$ cat src/rtl/core/led_strip_bit_encoder_top_defines.svh
`ifndef LED_STRIP_BIT_ENCODER_TOP_DEFINES_SVH
`define LED_STRIP_BIT_ENCODER_TOP_DEFINES_SVH

// same-cycle implication, sampled on clk_i, masked during reset
`define LSBE_ASSERT_IMPL(lbl, ante, cons) \
  lbl: assert property (@(posedge clk_i) disable iff (!rst_ni) (ante) |-> (cons)) \
    else $error("lsbe: implication check failed");

// next-cycle implication
`define LSBE_ASSERT_NEXT(lbl, ante, cons) \
  lbl: assert property (@(posedge clk_i) disable iff (!rst_ni) (ante) |=> (cons)) \
    else $error("lsbe: next-cycle check failed");

`endif

$ cat src/rtl/core/lsbe_pkg.sv
package lsbe_pkg;

  localparam int unsigned BitsPerPixel     = 24;
  localparam int unsigned MaxLatch         = 64;
  localparam int unsigned DutyOutWidth     = 16;
  localparam int unsigned DutyWidthDefault = 16;
  localparam int unsigned CntWidth         = 7;
  localparam int unsigned CfgIdxWidth      = 2;
  localparam int unsigned CfgDataWidth     = 16;
  localparam int unsigned FifoDepthDefault = 2;

  localparam logic [7:0]          BrightnessReset = 8'd255;
  localparam logic [15:0]         OneDutyReset    = 16'd80;
  localparam logic [15:0]         ZeroDutyReset   = 16'd40;
  localparam logic [CntWidth-1:0] LatchSlotsReset = 7'd48;

  typedef enum logic [CfgIdxWidth-1:0] {
    CfgBrightness = 2'd0,
    CfgOneDuty    = 2'd1,
    CfgZeroDuty   = 2'd2,
    CfgLatchSlots = 2'd3
  } cfg_reg_e;

  typedef enum logic [0:0] {
    OpPixel = 1'b0,
    OpLatch = 1'b1
  } op_e;

  typedef struct packed {
    op_e        operation;
    logic [7:0] red;
    logic [7:0] green;
    logic [7:0] blue;
  } pix_in_t;

  typedef struct packed {
    logic [DutyOutWidth-1:0] duty;
    logic                    last;
  } slot_out_t;

  typedef struct packed {
    logic                    is_latch;
    logic [BitsPerPixel-1:0] bits;
  } cmd_t;

endpackage

$ cat src/rtl/core/led_strip_bit_encoder_top.sv
// LED strip bit encoder. Each pixel word (operation = pixel) is scaled per color byte as
// (byte * brightness) >> 8, packed green-red-blue and sent out as 24 duty words, MSB first:
// one_duty for a 1 bit, zero_duty for a 0 bit (masked to DutyWidth bits). An end-of-frame
// word sends min(latch_slots, 64) zero-duty words, or none if latch_slots is 0. last marks
// the final duty word of each input word. The back end serializer emits one duty word per
// cycle while the receiver is ready; consecutive queued words stream without gaps. Input
// acceptance runs ahead through a scaling register and a two-entry queue; a pixel passes
// the scaling register, the queue and the back-end shift register before its first duty
// word is registered at the output. Write configuration only while the block is idle.
module led_strip_bit_encoder_top
  import lsbe_pkg::*;
#(
  parameter int unsigned DutyWidth = DutyWidthDefault,
  parameter int unsigned FifoDepth = FifoDepthDefault
) (
  input  logic                    clk_i,
  input  logic                    rst_ni,
  input  logic                    in_valid_i,
  output logic                    in_ready_o,
  input  pix_in_t                 in_word_i,
  output logic                    out_valid_o,
  input  logic                    out_ready_i,
  output slot_out_t               out_word_o,
  input  logic                    cfg_we_i,
  input  logic [CfgIdxWidth-1:0]  cfg_index_i,
  input  logic [CfgDataWidth-1:0] cfg_data_i
);

  logic [7:0]           brightness_q;
  logic [DutyWidth-1:0] one_duty_q, zero_duty_q;
  logic [CntWidth-1:0]  latch_slots_q;
  logic                 f_valid, f_ready, q_valid, q_pop;
  cmd_t                 f_cmd, q_cmd;

  always_ff @(posedge clk_i or negedge rst_ni) begin
    if (!rst_ni) begin
      brightness_q  <= BrightnessReset;
      one_duty_q    <= DutyWidth'(OneDutyReset);
      zero_duty_q   <= DutyWidth'(ZeroDutyReset);
      latch_slots_q <= LatchSlotsReset;
    end else if (cfg_we_i) begin
      unique case (cfg_reg_e'(cfg_index_i))
        CfgBrightness: brightness_q  <= cfg_data_i[7:0];
        CfgOneDuty:    one_duty_q    <= cfg_data_i[DutyWidth-1:0];
        CfgZeroDuty:   zero_duty_q   <= cfg_data_i[DutyWidth-1:0];
        CfgLatchSlots: latch_slots_q <= cfg_data_i[CntWidth-1:0];
        default: ;
      endcase
    end
  end

  lsbe_front u_front (
    .clk_i,
    .rst_ni,
    .brightness_i (brightness_q),
    .in_valid_i,
    .in_ready_o,
    .in_word_i,
    .cmd_valid_o  (f_valid),
    .cmd_ready_i  (f_ready),
    .cmd_o        (f_cmd)
  );

  lsbe_fifo #(
    .Depth (FifoDepth)
  ) u_fifo (
    .clk_i,
    .rst_ni,
    .push_valid_i (f_valid),
    .push_ready_o (f_ready),
    .push_i       (f_cmd),
    .pop_valid_o  (q_valid),
    .pop_i        (q_pop),
    .pop_o        (q_cmd)
  );

  lsbe_back #(
    .DutyWidth (DutyWidth)
  ) u_back (
    .clk_i,
    .rst_ni,
    .one_duty_i    (one_duty_q),
    .zero_duty_i   (zero_duty_q),
    .latch_slots_i (latch_slots_q),
    .cmd_valid_i   (q_valid),
    .cmd_i         (q_cmd),
    .cmd_pop_o     (q_pop),
    .out_valid_o,
    .out_ready_i,
    .out_word_o
  );

endmodule

$ cat src/rtl/core/lsbe_front.sv
module lsbe_front
  import lsbe_pkg::*;
(
  input  logic       clk_i,
  input  logic       rst_ni,
  input  logic [7:0] brightness_i,
  input  logic       in_valid_i,
  output logic       in_ready_o,
  input  pix_in_t    in_word_i,
  output logic       cmd_valid_o,
  input  logic       cmd_ready_i,
  output cmd_t       cmd_o
);

  logic        vld_q, vld_d;
  cmd_t        cmd_q, cmd_d;
  logic        accept;
  logic [15:0] prod_r, prod_g, prod_b;

  assign in_ready_o  = !vld_q || cmd_ready_i;
  assign accept      = in_valid_i && in_ready_o;
  assign cmd_valid_o = vld_q;
  assign cmd_o       = cmd_q;

  assign prod_r = 16'(in_word_i.red)   * 16'(brightness_i);
  assign prod_g = 16'(in_word_i.green) * 16'(brightness_i);
  assign prod_b = 16'(in_word_i.blue)  * 16'(brightness_i);

  always_comb begin
    cmd_d.is_latch = (in_word_i.operation == OpLatch);
    cmd_d.bits     = {prod_g[15:8], prod_r[15:8], prod_b[15:8]};
    vld_d          = accept || (vld_q && !cmd_ready_i);
  end

  always_ff @(posedge clk_i or negedge rst_ni) begin
    if (!rst_ni) begin
      vld_q <= 1'b0;
    end else begin
      vld_q <= vld_d;
    end
  end

  always_ff @(posedge clk_i) begin
    if (accept) begin
      cmd_q <= cmd_d;
    end
  end

endmodule

$ cat src/rtl/core/lsbe_fifo.sv
`include "led_strip_bit_encoder_top_defines.svh"

module lsbe_fifo
  import lsbe_pkg::*;
#(
  parameter int unsigned Depth = FifoDepthDefault
) (
  input  logic clk_i,
  input  logic rst_ni,
  input  logic push_valid_i,
  output logic push_ready_o,
  input  cmd_t push_i,
  output logic pop_valid_o,
  input  logic pop_i,
  output cmd_t pop_o
);

  localparam int unsigned PtrWidth = (Depth > 1) ? $clog2(Depth) : 1;
  localparam int unsigned CntW     = $clog2(Depth + 1);

  cmd_t                mem_q [Depth];
  logic [PtrWidth-1:0] wr_ptr_q, wr_ptr_d, rd_ptr_q, rd_ptr_d;
  logic [CntW-1:0]     count_q, count_d;
  logic                push, pop;

  assign push_ready_o = (count_q != CntW'(Depth));
  assign pop_valid_o  = (count_q != '0);
  assign push         = push_valid_i && push_ready_o;
  assign pop          = pop_i && pop_valid_o;
  assign pop_o        = mem_q[rd_ptr_q];

  always_comb begin
    wr_ptr_d = wr_ptr_q;
    rd_ptr_d = rd_ptr_q;
    count_d  = count_q;
    if (push) begin
      wr_ptr_d = (wr_ptr_q == PtrWidth'(Depth - 1)) ? '0 : wr_ptr_q + 1'b1;
    end
    if (pop) begin
      rd_ptr_d = (rd_ptr_q == PtrWidth'(Depth - 1)) ? '0 : rd_ptr_q + 1'b1;
    end
    if (push && !pop) begin
      count_d = count_q + 1'b1;
    end else if (pop && !push) begin
      count_d = count_q - 1'b1;
    end
  end

  always_ff @(posedge clk_i or negedge rst_ni) begin
    if (!rst_ni) begin
      wr_ptr_q <= '0;
      rd_ptr_q <= '0;
      count_q  <= '0;
    end else begin
      wr_ptr_q <= wr_ptr_d;
      rd_ptr_q <= rd_ptr_d;
      count_q  <= count_d;
    end
  end

  always_ff @(posedge clk_i) begin
    if (push) begin
      mem_q[wr_ptr_q] <= push_i;
    end
  end

  `LSBE_ASSERT_IMPL(a_count_bound, 1'b1, count_q <= CntW'(Depth))
  `LSBE_ASSERT_NEXT(a_count_up, push && !pop, count_q == $past(count_q) + 1'b1)
  `LSBE_ASSERT_NEXT(a_count_down, pop && !push, count_q == $past(count_q) - 1'b1)

endmodule

$ cat src/rtl/core/lsbe_back.sv
`include "led_strip_bit_encoder_top_defines.svh"

module lsbe_back
  import lsbe_pkg::*;
#(
  parameter int unsigned DutyWidth = DutyWidthDefault
) (
  input  logic                 clk_i,
  input  logic                 rst_ni,
  input  logic [DutyWidth-1:0] one_duty_i,
  input  logic [DutyWidth-1:0] zero_duty_i,
  input  logic [CntWidth-1:0]  latch_slots_i,
  input  logic                 cmd_valid_i,
  input  cmd_t                 cmd_i,
  output logic                 cmd_pop_o,
  output logic                 out_valid_o,
  input  logic                 out_ready_i,
  output slot_out_t            out_word_o
);

  logic                    busy_q, busy_d;
  logic                    latch_q, latch_d;
  logic [BitsPerPixel-1:0] bits_q, bits_d;
  logic [CntWidth-1:0]     cnt_q, cnt_d;
  logic                    out_vld_q, out_vld_d;
  slot_out_t               out_q, out_d;
  logic                    advance, final_slot, pop;
  logic [CntWidth-1:0]     latch_n;
  logic [DutyWidth-1:0]    duty_sel;

  assign latch_n    = (latch_slots_i > CntWidth'(MaxLatch)) ? CntWidth'(MaxLatch)
                                                            : latch_slots_i;
  assign advance    = busy_q && (!out_vld_q || out_ready_i);
  assign final_slot = (cnt_q == CntWidth'(1));
  assign pop        = cmd_valid_i && (!busy_q || (advance && final_slot));
  assign cmd_pop_o  = pop;
  assign duty_sel   = latch_q ? '0 : (bits_q[BitsPerPixel-1] ? one_duty_i : zero_duty_i);

  always_comb begin
    busy_d    = busy_q;
    latch_d   = latch_q;
    bits_d    = bits_q;
    cnt_d     = cnt_q;
    out_vld_d = out_vld_q;
    out_d     = out_q;
    if (advance) begin
      out_vld_d      = 1'b1;
      out_d.duty     = DutyOutWidth'(duty_sel);
      out_d.last     = final_slot;
      bits_d         = {bits_q[BitsPerPixel-2:0], 1'b0};
      cnt_d          = cnt_q - 1'b1;
      busy_d         = !final_slot;
    end else if (out_ready_i) begin
      out_vld_d = 1'b0;
    end
    if (pop) begin
      latch_d = cmd_i.is_latch;
      bits_d  = cmd_i.bits;
      if (cmd_i.is_latch) begin
        cnt_d  = latch_n;
        busy_d = (latch_n != '0);
      end else begin
        cnt_d  = CntWidth'(BitsPerPixel);
        busy_d = 1'b1;
      end
    end
  end

  always_ff @(posedge clk_i or negedge rst_ni) begin
    if (!rst_ni) begin
      busy_q    <= 1'b0;
      cnt_q     <= '0;
      out_vld_q <= 1'b0;
    end else begin
      busy_q    <= busy_d;
      cnt_q     <= cnt_d;
      out_vld_q <= out_vld_d;
    end
  end

  always_ff @(posedge clk_i) begin
    latch_q <= latch_d;
    bits_q  <= bits_d;
    out_q   <= out_d;
  end

  assign out_valid_o = out_vld_q;
  assign out_word_o  = out_q;

  `LSBE_ASSERT_IMPL(a_busy_cnt, busy_q, (cnt_q != '0) && (cnt_q <= CntWidth'(MaxLatch)))
  `LSBE_ASSERT_IMPL(a_pop_gap, pop, !busy_q || (advance && final_slot))
  `LSBE_ASSERT_NEXT(a_pix_len, pop && !cmd_i.is_latch, busy_q && (cnt_q == CntWidth'(BitsPerPixel)))
  `LSBE_ASSERT_NEXT(a_last_ends, advance && final_slot && !pop, !busy_q)

endmodule

$ cat config.mk
export PLATFORM = sky130hd
export DESIGN_NAME = led_strip_bit_encoder_top
export DESIGN_NICKNAME = d
export VERILOG_FILES = /design/src/rtl/core/lsbe_pkg.sv /design/src/rtl/core/led_strip_bit_encoder_top.sv /design/src/rtl/core/lsbe_front.sv /design/src/rtl/core/lsbe_fifo.sv /design/src/rtl/core/lsbe_back.sv
export VERILOG_INCLUDE_DIRS = /design/src /design/src/rtl/core
export SDC_FILE = /design/constraint.sdc
export NUM_CORES = 1
export LEC_CHECK = 0
export ABC_AREA = 1
export BUFFER_PORTS_ARGS = -buffer_cell sky130_fd_sc_hd__buf_2
export CAP_MARGIN = 20
export CELL_PAD_IN_SITES_DETAIL_PLACEMENT = 0
export CELL_PAD_IN_SITES_GLOBAL_PLACEMENT = 1
export CORE_UTILIZATION = 42
export CTS_CLUSTER_SIZE = 28
export DETAILED_ROUTE_END_ITERATION = 12
export PLACE_DENSITY = 0.72
export SKIP_LAST_GASP = 1
export SLEW_MARGIN = 20
export SYNTH_ARGS = -nofsm -noshare
export SYNTH_HDL_FRONTEND = slang
export SYNTH_SLANG_ARGS = --single-unit
$ cat constraint.sdc
create_clock -name clk_i -period 7.8 [get_ports clk_i]
set_clock_uncertainty 0.05 [all_clocks]
set_input_delay 1.56 -clock clk_i [delete_from_list [all_inputs] [get_ports clk_i]]
set_output_delay 1.56 -clock clk_i [all_outputs]
set_load 0.02 [all_outputs]
==> results of run 1 <==
==> final timing paths <==
path	slack, ps	endpoint	from	cells after the start
min in group asynchronous	1250	zero_duty_q[13]	rst_ni	2
max in group asynchronous	5910	u_front.cmd_valid_o	rst_ni	2
worst max-delay path	2810	u_front.cmd_o[15]	in_word_i[21]	18
worst max register to register	3080	u_front.cmd_o[7]	brightness_q[3]	17
worst min register to register	400	u_fifo.mem_q[0][15]	u_front.cmd_o[15]	0
worst min-delay path	400	u_fifo.mem_q[0][15]	u_front.cmd_o[15]	0
==> layer usage <==
| metal | track usage [%] | wire length (um) | vias up |
|---|---|---|---|
| met2 | 31.0 | 13200 | 152 |
| met3 | 2.05 | 851 | 12 |
| met4 | 3.80 | 219 | 0 |
| li1 | - | - | 4871 |
| met5 | 0 | 0 | - |
| met1 | 25.2 | 14000 | 4576 |
==> cell type report <==
type,count,area [sq um]
sequential,178,5060
tap,402,503
timing repair buffer,70,368
fill,3130,17000
clock inverter,13,88.8
inverter,357,1340
clock buffer,19,433
multi-input combinational,984,6830
==> cell usage after synthesis, types with 4 or more instances <==
master    number  area (sq um)
fa_1         105          2100
nor2_1        96           360
nand3_1       48           240
nor3_1         8          40.0
buf_2          5          25.0
a21oi_1       45           225
xnor2_1        6          52.6
ha_1         102          1280
nand4_1        5          31.3
inv_1        355          1330
edfxtp_1     117          3510
xor2_1        15           131
buf_6          4          45.0
clkbuf_2      12          60.1
nand2_1      435          1630
o31ai_1       23           173
a21o_1         7          52.6
clkbuf_1      42           158
o21ai_0       69           345
o21bai_1       7          52.6
dfrtp_1       47          1180
dfstp_2       14           368
==> metrics by stage <==
stage	power [mW]	instance area, sq um	cells
finish	4.96	14600	2023
floorplan	3.61	13500	1585
detailed placement	4.23	14100	1991
CTS	5.03	14600	2023
global route	5.48	14600	2023
global placement	4.22	14100	1990
==> worst register-to-register path, stage by stage (launching register included) <==
cell	delay, ps
dfstp_2	980
nand2_1	120
inv_1	100
fa_1	440
fa_1	520
fa_1	550
inv_1	50
fa_1	520
inv_1	40
ha_1	340
nand2_1	130
inv_1	50
a21oi_1	230
nor2_1	70
nor2_1	120
nand2_1	70
nand2_1	50
nand2_1	40
==> registers in the layout, indices dropped and copies added (netlist names) <==
signal,flops
u_fifo.wr_ptr_q,1
u_front.cmd_o,25
u_back.out_valid_o,1
one_duty_q,16
u_back.bits_q,24
zero_duty_q,16
u_back.out_word_o,17
u_fifo.rd_ptr_q,1
u_back.busy_q,1
latch_slots_q,7
u_fifo.count_q,2
brightness_q,8
u_back.cnt_q,7
u_front.cmd_valid_o,1
u_back.latch_q,1
u_fifo.mem_q,50
==> logic make-up after synthesis <==
| family | after synthesis | synth area share, % |
|---|---|---|
| simple gates | 601 | 17.7 |
| xor+xnor | 21 | 1.36 |
| fa+ha+maj | 207 | 25.0 |
| compound gates | 155 | 6.45 |
| buf+inv | 423 | 12.1 |
| flops | 178 | 37.4 |
==> power by group through the flow <==
stage                     logic, mW  registers [mW]  clock network, mW
after global placement         2.42            1.80                  0
after CTS                      2.45            1.79              0.785
after global routing           2.83            1.83              0.815
after detailed placement       2.42            1.81                  0
after floorplan                1.91            1.70                  0
final                          2.41            1.79              0.765
==> run_results.csv, run 1 <==
group,metric,value,unit
pwr,p_sw,2.14,mW
global_routing,grt_pass1_vias,9698,
timing,setup_violations,0,
flow_run,maxCapViolations,0,
floorplanning,io_pins,67,
worst_setup_path,cpLargestDelayFamily,"adder cells",
timing,final_max_slew_viol_count,0,
worst_setup_path,worstSetupStartpointType,"input port",
timing,tightest_slew,970,ps
floorplanning,die-area,32900,sq um
clock_network,clk_pin_slew,70,ps
pwr,p_clk_share,15.4,%
worst_setup_path,crit_fanout,8,
placed_design,dp_hpwl,20500,um
floorplanning,core_area,31600,sq um
pwr,peakVddDrop,0.156,mV
clock_network,cts.path.max_buffers,2,
logic_synthesis,synth_nets,1840,
drt,drt_pre_antenna_iters,5,
worst_setup_path,cp.arrival,5120,ps
timing,rsz0062_at_grt,"false",
drt,post-route-drc-count,0,
pwr,p_per_area,339,nW/um^2
clock_network,cts_hold_buf,0,
logic_synthesis,async_flop_share,34.3,%
hold_path,hold_path_class,"reg2reg",
floorplanning,num_rows,65,
logic_synthesis,avgSynthCellArea,8.53,sq um
drt,via_per_inst,4.75,
timing,finalCritPeriodShare,64.0,%
timing,hold_violations,0,
drt,ant_nets,0,
logic_synthesis,ys_types,35,
logic_synthesis,syn-cell-area,13500,sq um
pwr,combPwrFrac,48.5,%
outcome,outcome,"finished, final reports clean",
final_layout,syn_to_final_growth,8.16,%
timing,fin_crit,4990,ps
drt,drtIter0Drc,510,
timing,finalSetupTns,0,ps
clock_network,htree_levels,4,
placed_design,gp_congestion,0.805,
worst_setup_path,path_class,"in2reg",
logic_synthesis,synth_edf_count,117,
final_layout,drive_above_1_share,7.53,%
clock_network,post_cts_buffers,0,
final_layout,final_common_cell,"nand2_1",
floorplanning,start_util,42.7,%
worst_setup_path,crit_buf_inv,5,
timing,finalWorstSetupSlack,2810,ps
worst_setup_path,end_kind,"flop",
logic_synthesis,seq_area_frac_synth,37.4,%
pwr,p_leak,8.14,nW
global_routing,grt_overflow,0,
placed_design,numPortBuffers,66,
worst_setup_path,critPathSlowestCell,"fa_1",
clock_network,cts.sinks,178,
pwr,swShare,43.2,%
floorplanning,fp.dieW,181,um
drt,wl_per_cell,14.0,um
clock_network,numCtsBuffers,17,
global_routing,grt.total_usage,18.2,%
logic_synthesis,yosys_register_bits,178,
clock_network,clk_latency,420,ps
drt,vias,9611,
placed_design,pre_cts_slack,2350,ps
timing,whs,396,ps
worst_setup_path,crit_required,7920,ps
clock_network,cts-root-buf,"clkbuf_16",
timing,relSlewSlack,34.9,%
clock_network,post_cts_resize_count,0,
global_routing,grt_first_pass_wirelength,48300,um
final_layout,utilization,46.2,%
global_routing,antenna_found_initial,0,
pwr,seqPwrFrac,36.1,%
final_layout,num_antenna_cells,0,
logic_synthesis,synth_ff_type,"edfxtp_1",
final_layout,mostFrequentLayoutCells,"435 x nand2_1, 354 x inv_1, 117 x edfxtp_1",
worst_setup_path,path_cells,"buf_2, nand2_1, inv_1, fa_1, fa_1, fa_1, inv_1, fa_1, inv_1, ha_1, nand2_1, inv_1, a21oi_1, nor2_1, nor2_1, nand2_1, nand2_1, nand2_1",
worst_setup_path,crit_path_frequent_cell,"nand2_1",
worst_setup_path,slowest_delay,500,ps
logic_synthesis,syn_inst,1585,
logic_synthesis,ys_warn_count,0,
drt,drt_wl_total,28300,um
final_layout,nets,1863,
floorplanning,die_y,181,um
clock_network,cts_tree,"built",
pwr,p_int,2.82,mW
timing,fmax,200,MHz
global_routing,grt_max_degree,62,
Power figures use the tool's default switching activity.
==> run 2: changes to the inputs <==
--- a/config.mk
+++ b/config.mk
@@ -6,7 +6,7 @@
 export SDC_FILE = /design/constraint.sdc
 export NUM_CORES = 1
 export LEC_CHECK = 0
-export ABC_AREA = 1
+export ABC_AREA = 0
 export BUFFER_PORTS_ARGS = -buffer_cell sky130_fd_sc_hd__buf_2
 export CAP_MARGIN = 20
 export CELL_PAD_IN_SITES_DETAIL_PLACEMENT = 0
@@ -14,7 +14,7 @@
 export CORE_UTILIZATION = 42
 export CTS_CLUSTER_SIZE = 28
 export DETAILED_ROUTE_END_ITERATION = 12
-export PLACE_DENSITY = 0.72
+export PLACE_DENSITY = 0.69
 export SKIP_LAST_GASP = 1
 export SLEW_MARGIN = 20
 export SYNTH_ARGS = -nofsm -noshare
==> constraint.sdc (replaced) <==
create_clock -name clk_i -period 4.75 [get_ports clk_i]
set_clock_uncertainty 0.05 [all_clocks]
set_input_delay 0.95 -clock clk_i [delete_from_list [all_inputs] [get_ports clk_i]]
set_output_delay 0.95 -clock clk_i [all_outputs]
set_load 0.02 [all_outputs]
==> run_results.csv, run 2 <==
group,metric,value,unit
logic_synthesis,avgSynthCellArea,11.7,sq um
logic_synthesis,syn_inst,1080,
final_layout,regMostFlops,"u_fifo.mem_q",
final_layout,mostFrequentLayoutCells,"151 x and2_1, 128 x inv_1, 117 x edfxtp_1",
floorplanning,start_util,42.7,%
final_layout,final_common_cell,"and2_1",
global_routing,antenna_found_initial,0,
placed_design,numPortBuffers,66,
hold_path,min-delay-start,"u_front.cmd_o[1]",
worst_setup_path,crit_fanout,6,
pwr,p_leak,6.84,nW
worst_setup_path,path_cells,"clkbuf_8, nand2_1, fa_1, fa_1, inv_1, fa_1, fa_1, ha_4, nand3_1, nor4_2, buf_4, o221a_4, or4b_1, o311ai_1",
clock_network,htree_levels,4,
global_routing,grt_first_pass_wirelength,43000,um
placed_design,pre_cts_slack,-263,ps
logic_synthesis,async_flop_share,34.3,%
flow_run,maxCapViolations,0,
clock_network,cts_hold_buf,0,
worst_setup_path,cpLargestDelayFamily,"adder cells",
pwr,peakVddDrop,0.322,mV
global_routing,grt_max_degree,40,
drt,via_per_inst,4.83,
worst_setup_path,cp.arrival,4810,ps
drt,vias,7833,
logic_synthesis,synth_top_area_cell,"edfxtp_1",
pwr,p_total,9.45,mW
drt,drt_wl_total,26300,um
clock_network,clk_pin_slew,70,ps
timing,whs,395,ps
global_routing,grt_pass1_vias,8390,
worst_setup_path,reg2reg_slack,120,ps
pwr,swShare,38.9,%
drt,post-route-drc-count,0,
logic_synthesis,synth_nets,1335,
final_layout,nets,1475,
global_routing,grt.total_usage,17.7,%
timing,fmax,216,MHz
floorplanning,io_pins,67,
worst_setup_path,end_kind,"flop",
clock_network,numCtsBuffers,17,
logic_synthesis,synth_top_cell_area_share,27.7,%
pwr,seqPwrFrac,28.8,%
hold_path,hold_path_class,"reg2reg",
drt,ant_nets,0,
pwr,p_per_area,641,nW/um^2
floorplanning,core_area,29600,sq um
final_layout,fillers,2761,
placed_design,dp_hpwl,19200,um
logic_synthesis,synth_edf_count,117,
floorplanning,die-area,30800,sq um
clock_network,cts.sinks,178,
logic_synthesis,syn-cell-area,12700,sq um
placed_design,gp_congestion,0.787,
final_layout,largest_reg_flops,50,
clock_network,clk_latency,430,ps
worst_setup_path,critPathSlowestCell,"dfstp_4",
placed_design,place_inst,1582,
worst_setup_path,path_class,"reg2reg",
pwr,combPwrFrac,57.1,%
timing,finalCritPeriodShare,97.5,%
hold_path,hold_end,"u_fifo.mem_q[1][1]",
pwr,p_clk_share,14.1,%
floorplanning,num_rows,63,
timing,finalWorstSetupSlack,121,ps
timing,fin_crit,4630,ps
clock_network,cts_tree,"built",
drt,wl_per_cell,16.2,um
logic_synthesis,synth.most_common_cell,"and2_1",
hold_path,whs_path_depth,0,
timing,relSlewSlack,30.1,%
clock_network,cts-root-buf,"clkbuf_16",
worst_setup_path,r2r-end,"u_front.cmd_o[4]",
outcome,outcome,"finished, final reports clean",
worst_setup_path,crit_required,4930,ps
floorplanning,fp.dieW,176,um
final_layout,num_antenna_cells,0,
worst_setup_path,worstSetupStartpointType,"flop",
logic_synthesis,ys_warn_count,0,
timing,setup_violations,0,
drt,drtIter0Drc,291,
logic_synthesis,yosys_register_bits,178,
final_layout,drive_above_1_share,21.4,%
pwr,p_int,5.77,mW
logic_synthesis,ys_types,54,
drt,drt_pre_antenna_iters,4,
worst_setup_path,crit_path_frequent_cell,"fa_1",
logic_synthesis,synth_ff_type,"edfxtp_1",
worst_setup_path,slowest_delay,650,ps
logic_synthesis,seq_area_frac_synth,39.9,%
final_layout,stdcell_count,1623,
logic_synthesis,synthTopCellsByCount,"151 x and2_1, 128 x inv_1, 117 x edfxtp_1",
pwr,p_sw,3.68,mW
timing,hold_violations,0,
worst_setup_path,worst-r2r-cell-count,14,
clock_network,cts.path.max_buffers,2,
logic_synthesis,synthTopCellsByArea,"edfxtp_1 28%, fa_1 17%, ha_1 10%",
global_routing,grt_overflow,0,
timing,final_max_slew_viol_count,0,
timing,rsz0062_at_grt,"true",
worst_setup_path,timing.rr.start,"brightness_q[2]",
worst_setup_path,crit_buf_inv,3,
final_layout,syn_to_final_growth,16.4,%
floorplanning,die_y,176,um
timing,tightest_slew,1050,ps
## run 2: changes by cell type after synthesis, moves of 24 or more
cell	before	now
mux2i_1	0	42
nand2_1	435	69
and2_1	1	151
a21oi_1	45	21
o21ai_0	69	31
nor2_1	96	30
mux2_2	0	47
nand3_1	48	13
inv_1	355	128
## run 2: routing by layer
| layer | vias to the layer above | share of wire, % | GRT usage [%] |
|---|---|---|---|
| met2 | 89 | 47 | 29.6 |
| met5 | - | 0 | 0 |
| met1 | 3810 | 50 | 24.5 |
| met4 | 0 | 1.4 | 4.06 |
| met3 | 19 | 2.4 | 2.06 |
| li1 | 3915 | - | - |
## run 2: worst max path at each step
stage / slack [ps] / startpoint / depth (start not counted) / to
after floorplan: 10 / in_word_i[1] / 12 / u_front.cmd_o[4]
after global placement: -180 / in_word_i[1] / 15 / u_front.cmd_o[4]
after detailed placement: -260 / in_word_i[1] / 15 / u_front.cmd_o[4]
after CTS: 70 / brightness_q[4] / 12 / u_front.cmd_o[4]
after global routing: -40 / brightness_q[2] / 13 / u_front.cmd_o[4]
final: 120 / brightness_q[2] / 14 / u_front.cmd_o[4]
## run 2: timing repair
action | in CTS | in global routing
setup buffers | 0 | 9
gates cloned | 0 | 0
pin swaps | 0 | 1
gates resized for setup | 2 | 13
setup endpoints to repair | 2 | 14
## run 2: area by class of cell
class                      instances  area (sq um)  share of cell area (%)
multi-input combinational        742          7090                    48.1
sequential                       178          5080                    34.4
timing repair buffer             152          1030                    6.97
inverter                         129           489                    3.32
tap                              390           488                    3.31
clock buffer                      19           454                    3.08
clock inverter                    13           114                   0.773
## run 2: power by group through the flow
stage               logic, mW  clock network [mW]  registers (mW)
finish                   5.39                1.33            2.72
global route             6.18                1.44            2.78
CTS                      5.26                1.36            2.75
detailed placement       5.21                   0            2.77
global placement         5.13                   0            2.76
floorplan                3.70                   0            2.66
## run 2: cell families after synthesis
family,share of synthesized area [%]
XOR/XNOR,2.28
AO/OA/AOI/OAI,5.53
multiplexers,7.50
adder cells (fa/ha/maj),26.7
flip-flops,39.9
buffers and inverters,4.92
AND/OR/NAND/NOR,13.2
## run 2: stage by stage
stage	area (sq um)	setup TNS [ps]	utilization (%)
2_1_floorplan	12700	0	-
4_1_cts	14600	0	49.1
5_1_grt	14700	-40.6	49.7
3_5_place_dp	14000	-3400	47.2
6_report	14700	0	49.7
3_3_place_gp	14000	-2350	47.2
## run 2: worst reg2reg max path: cells and delay by family (launching register included)
| family | cells | cell delay [ps] |
|---|---|---|
| adders and majority gates | 5 | 2300 |
| and+or+nand+nor | 4 | 690 |
| DFF | 1 | 650 |
| buffers and inverters | 3 | 370 |
| AOI/OAI and AO/OA | 2 | 370 |
==> run 3: changes to the inputs <==
==> constraint.sdc (replaced) <==
create_clock -name clk_i -period 4.75 [get_ports clk_i]
set_clock_uncertainty 0.05 [all_clocks]
set_input_delay 0.7125 -clock clk_i [delete_from_list [all_inputs] [get_ports clk_i]]
set_output_delay 0.7125 -clock clk_i [all_outputs]
set_load 0.02 [all_outputs]
==> run_results.csv, run 3 (synthesis results as in run 2) <==
group,metric,value,unit
flow_run,maxCapViolations,0,
hold_path,hold_path_class,"in2async",
outcome,outcome,"finished, final reports clean",
clock_network,clk_latency,440,ps
floorplanning,num_rows,63,
pwr,p_per_area,627,nW/um^2
timing,rsz0062_at_grt,"true",
clock_network,cts_tree,"built",
worst_setup_path,crit_path_frequent_cell,"fa_1",
worst_setup_path,timing.rr.start,"brightness_q[3]",
pwr,combPwrFrac,55.1,%
pwr,p_clk_share,15.4,%
global_routing,grt_first_pass_wirelength,43100,um
pwr,p_sw,3.66,mW
placed_design,numPortBuffers,66,
drt,wl_per_cell,16.0,um
floorplanning,die_y,176,um
global_routing,grt_max_degree,62,
placed_design,gp_congestion,0.799,
final_layout,largest_reg_flops,50,
clock_network,numCtsBuffers,17,
final_layout,regMostFlops,"u_fifo.mem_q",
floorplanning,start_util,42.7,%
placed_design,place_inst,1566,
drt,drt_wl_total,25700,um
worst_setup_path,crit_required,4880,ps
worst_setup_path,worstSetupStartpointType,"flop",
pwr,p_int,5.51,mW
pwr,seqPwrFrac,29.5,%
clock_network,cts-root-buf,"clkbuf_16",
pwr,swShare,40.0,%
worst_setup_path,cpLargestDelayFamily,"adder cells",
final_layout,drive_above_1_share,20.8,%
final_layout,fillers,2732,
floorplanning,fp.dieW,176,um
final_layout,nets,1461,
timing,finalCritPeriodShare,96.8,%
drt,vias,7968,
worst_setup_path,critPathSlowestCell,"dfstp_4",
global_routing,grt.total_usage,18.0,%
global_routing,grt_pass1_vias,8339,
worst_setup_path,path_cells,"buf_4, buf_4, nand2_1, fa_1, fa_1, inv_1, fa_1, inv_1, fa_1, inv_1, ha_1, nand3_1, or3_1, a21oi_2, xnor2_1",
timing,hold_violations,0,
drt,via_per_inst,4.95,
final_layout,multi_input_area,7080,sq um
final_layout,syn_to_final_growth,15.5,%
drt,ant_nets,0,
pwr,p_leak,6.79,nW
floorplanning,core_area,29600,sq um
final_layout,num_antenna_cells,0,
clock_network,cts.sinks,178,
worst_setup_path,crit_fanout,6,
placed_design,dp_hpwl,19400,um
floorplanning,die-area,30800,sq um
global_routing,antenna_found_initial,0,
worst_setup_path,path_class,"reg2reg",
final_layout,postLayoutCellArea,14600,sq um
clock_network,htree_levels,4,
final_layout,final_common_cell,"and2_1",
timing,fmax,217,MHz
clock_network,cts_hold_buf,0,
worst_setup_path,cp.arrival,4730,ps
drt,drt_pre_antenna_iters,4,
clock_network,clk_pin_slew,80,ps
timing,fin_crit,4600,ps
pwr,peakVddDrop,0.342,mV
timing,setup_violations,0,
worst_setup_path,crit_buf_inv,5,
worst_setup_path,end_kind,"flop",
timing,tightest_slew,1020,ps
timing,relSlewSlack,31.7,%
worst_setup_path,r2r-end,"u_front.cmd_o[15]",
global_routing,grt_overflow,0,
worst_setup_path,slowest_delay,690,ps
final_layout,layout.area.seq,5060,sq um
final_layout,stdcell_count,1609,
drt,drtIter0Drc,498,
placed_design,placed_area,13800,sq um
timing,final_max_slew_viol_count,0,
worst_setup_path,worst-r2r-cell-count,15,
floorplanning,io_pins,67,
clock_network,cts.path.max_buffers,2,
worst_setup_path,reg2reg_slack,150,ps
drt,post-route-drc-count,0,
final_layout,mostFrequentLayoutCells,"150 x and2_1, 128 x inv_1, 117 x edfxtp_1",
## run 3: metrics by stage
step           setup TNS [ps]  worst slack [ps]  hold WS, ps  utilization (%)  power, mW
2_1_floorplan               0              55.5          367                -       6.24
3_3_place_gp             -467              -152          372             46.6       7.53
3_5_place_dp             -680              -166          379             46.6       7.59
4_1_cts                     0              6.04          385             48.9       9.08
5_1_grt                 -66.6             -33.8          387             49.3       10.1
6_report                    0               150          379             49.3       9.17
## run 3: worst reg2reg max path, cell delays in order (launching register included)
cell	delay, ps
dfstp_4	690
buf_4	160
buf_4	140
nand2_1	70
fa_1	500
fa_1	540
inv_1	50
fa_1	470
inv_1	50
fa_1	470
inv_1	40
ha_1	300
nand3_1	140
or3_1	410
a21oi_2	170
xnor2_1	90
## run 3: repair_timing
action | 4_1_cts | 5_1_grt
resized for setup | 2 | 20
pin swaps | 0 | 8
setup buffers | 9 | 2
setup endpoints to repair | 7 | 15
## run 3: how the worst max path moves through the flow
stage / cells past startpoint / slack, ps / from / endpoint
6_report: 15 / 150 / brightness_q[3] / u_front.cmd_o[15]
5_1_grt: 15 / -30 / brightness_q[3] / u_front.cmd_o[12]
4_1_cts: 13 / 6 / brightness_q[2] / u_front.cmd_o[21]
3_5_place_dp: 16 / -170 / in_word_i[3] / u_front.cmd_o[4]
3_3_place_gp: 16 / -150 / in_word_i[3] / u_front.cmd_o[4]
2_1_floorplan: 13 / 60 / in_word_i[7] / u_front.cmd_o[4]
## run 3: final cells by class
type | count | share of cell area, %
inverter | 129 | 3.35
timing repair buffer | 138 | 6.12
multi-input combinational | 742 | 48.4
tap | 390 | 3.34
sequential | 178 | 34.6
clock buffer | 17 | 2.91
clock inverter | 15 | 1.23
## run 3: layer usage
metal	wire length (um)	GRT usage (%)	up-vias	share of wire, %
li1	-	-	3893	-
met3	504	2.12	25	2.0
met4	350	4.49	0	1.4
met5	0	0	-	0
met1	12600	24.9	3976	49
met2	12300	30.2	74	48
## run 3: power groups by stage
stage	logic [mW]	clock network [mW]	registers (mW)
after detailed placement	4.84	0	2.75
after CTS	4.92	1.45	2.71
after global placement	4.79	0	2.74
after global routing	5.80	1.51	2.77
final	5.06	1.41	2.70
after floorplan	3.59	0	2.66
